### src/hw/rtl/tlpte_pkg.sv
`default_nettype none

package tlpte_pkg;

  // Table pool and address split
  localparam int TABLE_SLOTS = 16;
  localparam int DIR_ENTRIES = 1024;
  localparam int TBL_ENTRIES = 1024;
  localparam int IDX_W       = 10;
  localparam int OFF_W       = 12;
  localparam int FRAME_W     = 20;
  localparam int FLAG_W      = 12;
  localparam int ADDR_W      = 32;
  localparam int DIR_SHIFT   = 22;
  localparam int PAGE_SHIFT  = 12;

  localparam int SLOT_W    = (TABLE_SLOTS > 1) ? $clog2(TABLE_SLOTS) : 1;
  localparam int NF_W      = $clog2(TABLE_SLOTS + 1);
  localparam int TBL_DEPTH = TABLE_SLOTS * TBL_ENTRIES;
  localparam int TBL_AW    = $clog2(TBL_DEPTH);
  localparam int DIR_AW    = $clog2(DIR_ENTRIES);

  // Directory word {present, slot}; table word {frame, present}
  localparam int DIR_W = 1 + SLOT_W;
  localparam int TBL_W = FRAME_W + 1;

  // Opcodes
  localparam logic [1:0] OP_MAP   = 2'd0;
  localparam logic [1:0] OP_XLATE = 2'd1;
  localparam logic [1:0] OP_UNMAP = 2'd2;

  // Status codes
  localparam logic [1:0] ST_OK     = 2'd0;
  localparam logic [1:0] ST_NOMAP  = 2'd1;
  localparam logic [1:0] ST_NOSLOT = 2'd2;

  // Reset value of the directory flags register, present bit only
  localparam logic NEW_DIR_PRESENT_RST = 1'b1;

  typedef struct packed {
    logic clr;     // clearing sweep step
    logic accept;  // capture an input transfer, read directory
    logic walk;    // directory data valid, read table
    logic wb;      // table data valid, write back and present result
  } cmd_t;

  typedef struct packed {
    logic clr_last;
  } sts_t;

endpackage

`default_nettype wire

### src/hw/rtl/tlpte_ctrl.sv
`default_nettype none

module tlpte_ctrl
  import tlpte_pkg::*;
(
  input  wire logic clk,
  input  wire logic rst_n,
  input  wire logic start,
  input  wire sts_t sts,
  output cmd_t      cmd,
  output logic      busy,
  output logic      out_valid
);

  typedef enum logic [1:0] {
    S_CLEAR,
    S_IDLE,
    S_WALK,
    S_WB
  } state_t;

  state_t state_r, state_nxt;
  logic   busy_r;
  logic   out_valid_r;

  // Sequence: clear after reset, then idle -> walk -> write back
  always_comb begin
    state_nxt = state_r;
    unique case (state_r)
      S_CLEAR: if (sts.clr_last) state_nxt = S_IDLE;
      S_IDLE:  if (start) state_nxt = S_WALK;
      S_WALK:  state_nxt = S_WB;
      S_WB:    state_nxt = S_IDLE;
      default: state_nxt = S_CLEAR;
    endcase
  end

  // Hold state and registered outputs
  always_ff @(posedge clk) begin
    if (!rst_n) begin
      state_r     <= S_CLEAR;
      busy_r      <= 1'b1;
      out_valid_r <= 1'b0;
    end else begin
      state_r     <= state_nxt;
      busy_r      <= (state_nxt != S_IDLE);
      out_valid_r <= (state_nxt == S_WB);
    end
  end

  // Commands to the datapath
  always_comb begin
    cmd.clr    = (state_r == S_CLEAR);
    cmd.accept = (state_r == S_IDLE) && start;
    cmd.walk   = (state_r == S_WALK);
    cmd.wb     = (state_r == S_WB);
  end

  assign busy      = busy_r;
  assign out_valid = out_valid_r;

endmodule

`default_nettype wire

### config.mk
export PLATFORM = sky130hd
export DESIGN_NAME = tlpte_ctrl
export DESIGN_NICKNAME = d
export VERILOG_FILES = /design/src/hw/rtl/tlpte_pkg.sv /design/src/hw/rtl/tlpte_ctrl.sv
export SDC_FILE = /design/constraint.sdc
export NUM_CORES = 1
export LEC_CHECK = 0
export ABC_CLOCK_PERIOD_IN_PS = 1380
export BUFFER_PORTS_ARGS = -buffer_cell sky130_fd_sc_hd__buf_4
export CORE_AREA = 5 5 42 44
export CTS_CLUSTER_DIAMETER = 150
export DETAILED_ROUTE_END_ITERATION = 8
export DIE_AREA = 0 0 47 49
export PLACE_DENSITY = 0.34
export SETUP_SLACK_MARGIN = 0.2
export SLEW_MARGIN = 10
export SYNTH_ARGS = -nofsm -noshare
export SYNTH_HDL_FRONTEND = slang
export SYNTH_SLANG_ARGS = --single-unit
### constraint.sdc
create_clock -name clk -period 1.38 [get_ports clk]
set_clock_uncertainty 0.2 [all_clocks]
set_input_delay 0.069 -clock clk [delete_from_list [all_inputs] [get_ports clk]]
set_output_delay 0.069 -clock clk [all_outputs]
set_load 0.02 [all_outputs]
### Word level (Yosys, flattened, before mapping)

Index checks and enable logic that the tools add are counted.

| word-level totals | value |
|---|---|
| flip-flop bits (word level) | 4 |
| output and inout bits | 6 |
| bits of input ports | 4 |

| cells by class | value |
|---|---|
| muxes and demuxes | 3 |
| reductions and logical operators | 2 |
| equal/unequal tests | 5 |

Operators by type and width:

| cell | count |
|---|---|
| $pmux W2 S4 | 1 |
| $eq A2 B2 Y1 const B | 3 |
| $mux W2 | 2 |
| $eq A2 B1 Y1 const B | 1 |
| $logic_not A2 Y1 | 1 |
| $ne A2 B1 Y1 const B | 1 |
| $logic_and A1 B1 Y1 | 1 |

### Logic depth before layout (Yosys ltp)

| depth | value |
|---|---|
| word-level depth | 3 |
| depth in mapped cells | 3 |
| depth with buffers taken out | 3 |

### Worst setup path after synthesis

Ideal clock, no wire load.

| timing path | value |
|---|---|
| path type | reg2reg |
| start | register state_r[0] |
| end | register busy_r, in the netlist busy |
| path buffers | 0 |
| library setup time | 0.112 ns |
| stages on the path, launching flop included | 4 |
| arrival time | 0.902 ns |
| path slack | 0.167 ns |
| data required time | 1.068 ns |
| cell sequence | dfxtp_1 nor2_1 a22o_1 nand2_1 |

RTL lines:

| element | RTL line | source |
|---|---|---|
| start, declared | tlpte_ctrl.sv:22 | `state_t state_r, state_nxt;` |
| start signal, assigned | tlpte_ctrl.sv:45 | `state_r <= state_nxt;` |
| end signal, assigned | tlpte_ctrl.sv:46 | `busy_r <= (state_nxt != S_IDLE);` |
| end, declared | tlpte_ctrl.sv:23 | `logic busy_r;` |

==> impl_metrics.yaml <==
drt:
  ant_nets: 0
  drt_iter0_markers: 1
  dr.pass1.iters: 2
  vias: 178
  vias_per_cell: 3.71
  wl_um: 501
  drc: 0
  wl_per_cell_um: 10.4
die:
  die_y_um: 49
  start_util_pct: 10.9
  core_region_area_mm2: 0.00140
  die_w_um: 47
  rows: 14
  ios: 10
  die_area_mm2: 0.00230
status:
  status: "completed"
clock_tree:
  root_buffer: "clkbuf_4"
  cts.clk_slew.worst_paths_ps: 40
  cts_sinks: 4
  cts_tree: "built"
  cts_buffer_depth: 2
  numCtsBuffers: 3
  htreeDepth: 1
  worstSkewPairLatency_ps: 240
setup_path:
  crit_type: "flip-flop to output port"
  cp_top_family: "flip-flops"
  slowest_stage: "dfxtp_2"
  crit_chain: "nand2b_4, nor2_4, buf_6"
  start_kind: "flip-flop"
  cp.arrival_ps: 950
  max_stage_delay_ps: 340
  crit_fanout: 5
  crit_path_end_kind: "output port"
  cp_data_required_time_ps: 1110
  cp_num_buf_inv: 1
final_layout:
  fin_area_um2: 330
  fillers: 165
  stdcell_count: 48
  fin_nets: 38
  area.growth.synth_to_final_pct: 116
  n_antenna_cell: 0
  drive_above_1_share_pct: 59.4
flow_run:
  maxCapViolCount: 0
global_route:
  grt_start_max_net_pins: 8
  grt_pass1_vias: 212
  grt_use_total_pct: 5.85
  antenna_found_initial: 0
  grt-ovfl-total: 0
  grt_pass1_wl_um: 862
power_and_ir_drop:
  vdd_drop_max_mv: 0.259
  pwr-share-clk_pct: 41.4
  sw_frac_of_total_pct: 28.3
  p_leak_nw: 0.142
  seqPwrFrac_pct: 36.5
  powerDensity_mw_per_mm2: 1130
  pwr-share-comb_pct: 22.1
  p_int_uw: 268
  switching_power_uw: 106
logic_synthesis:
  synth_edf_count: 0
  synth_most_common_cell: "dfxtp_1"
  synth_compound_area_share_pct: 18.9
  ys_seq_elements: 4
  avgSynthCellArea_um2: 8.98
  ys_top_cells_by_count: "dfxtp_1, nor2_1, and2_1, o21a_1"
  async_reset_ff_share_pct: 0
  syn_nets: 21
  synth_area_leader_cell: "dfxtp_1"
  yosysSeqAreaShare_pct: 52.5
  synthFlopType: "dfxtp_1"
  synth_top_family_by_area: "simple AND/OR/NAND/NOR gates"
  synth_top_area_share_pct: 52.5
  yosys_warnings: 0
  synth-simple-area-share_pct: 26.2
  synth-xor-area-share_pct: 0
  yosys.cell_types.count: 10
  syn_area_um2: 153
  synthMuxAreaShare_pct: 0
  syn_inst: 17
  synth-adder-area-share_pct: 0
  yosys-top-cells-area: "dfxtp_1, o21a_1, and2_1"
sta:
  period_minus_slack_ps: 1220
  maxSlewHeadroom_pct: 92.6
  tightest_slew_ps: 110
  fmax_mhz: 821
  rsz0062_at_grt: "true"
  fin_tns_setup_ps: 0
  setup_viol: 0
  fin_crit_sh_pct: 88.3
  maxSlewViolCount: 0
  hold_viol: 0
  holdWs_ps: 15.2
placement:
  gp_congestion: 0.672
  dp_hpwl_um: 374
  dp.cells: 42
  io_buffers: 9
  placed_area_um2: 248
worst_hold_path:
  hold_class: "input pin to flip-flop"
## sequential cells by signal, indices dropped and copies added (netlist names)
signal / cells
state_r: 2
busy: 1
out_valid: 1
## cell usage in the layout, fill, tap and decap left out, types with 2 or more instances in the layout
| master | count |
|---|---|
| o21a_1 | 2 |
| and2_1 | 2 |
| dfxtp_1 | 2 |
| clkbuf_4 | 3 |
| buf_4 | 7 |
| dlygate4sd3_1 | 3 |
| buf_6 | 2 |
## layout make-up
type	instances	area [um2]	share of cell area (%)
clock buffers	3	22.5	6.82
inverters	1	3.75	1.14
flip-flops and latches	4	85.1	25.8
multi-input cells	12	93.8	28.4
well taps	16	20.0	6.06
repair buffers	12	105	31.8
## timing repair
item	in CTS	in global routing
buffers inserted	0	0
resized for setup	6	3
hold buffers	3	0
endpoints found under the hold margin	4	0
endpoints found under the setup margin	4	4
## layer usage
| layer | vias up | global-route usage (%) | part of all wire (%) |
|---|---|---|---|
| met1 | 78 | 5.93 | 45 |
| li1 | 86 | - | - |
| met3 | 2 | 3.69 | 15 |
| met5 | - | 0 | 0 |
| met2 | 12 | 7.01 | 36 |
| met4 | 0 | 6.91 | 3.2 |
## power by group through the flow
stage	combinational (mW)	clock, mW	sequential, mW
floorplan	0.0328	0	0.138
global placement	0.0678	0	0.134
detailed placement	0.0677	0	0.136
CTS	0.0819	0.162	0.134
global route	0.0891	0.169	0.138
finish	0.0828	0.155	0.136
## per-stage QoR
stage                     power, mW  utilization (%)  setup WS [ps]
after floorplan               0.171                -            267
after global routing          0.396             23.6            130
after detailed placement      0.203             17.7            297
after CTS                     0.378             22.9            153
after global placement        0.202             17.7            323
final                         0.374             23.6            162
## worst paths after layout
path                            slack, ps  cells past startpoint        from         end
worst max register to register        370                      3  state_r[1]  state_r[1]
worst max-delay path                  160                      3  state_r[1]      cmd[2]
worst min register to register        320                      1  state_r[1]  state_r[0]
worst min-delay path                   20                      4       start  state_r[1]
## worst register-to-register path: stages (launching register included)
cell      delay (ps)
dfxtp_2          360
nand2b_4         150
nor2_4            40
o21a_1           150
## cell families (layout without fill, tap and decap cells)
| group | after synthesis | count (layout) |
|---|---|---|
| AO/OA/AOI/OAI | 4 | 4 |
| buffers and inverters | 1 | 16 |
| flip-flops | 4 | 4 |
| AND/OR/NAND/NOR | 8 | 8 |
Power figures use the tool's default switching activity.
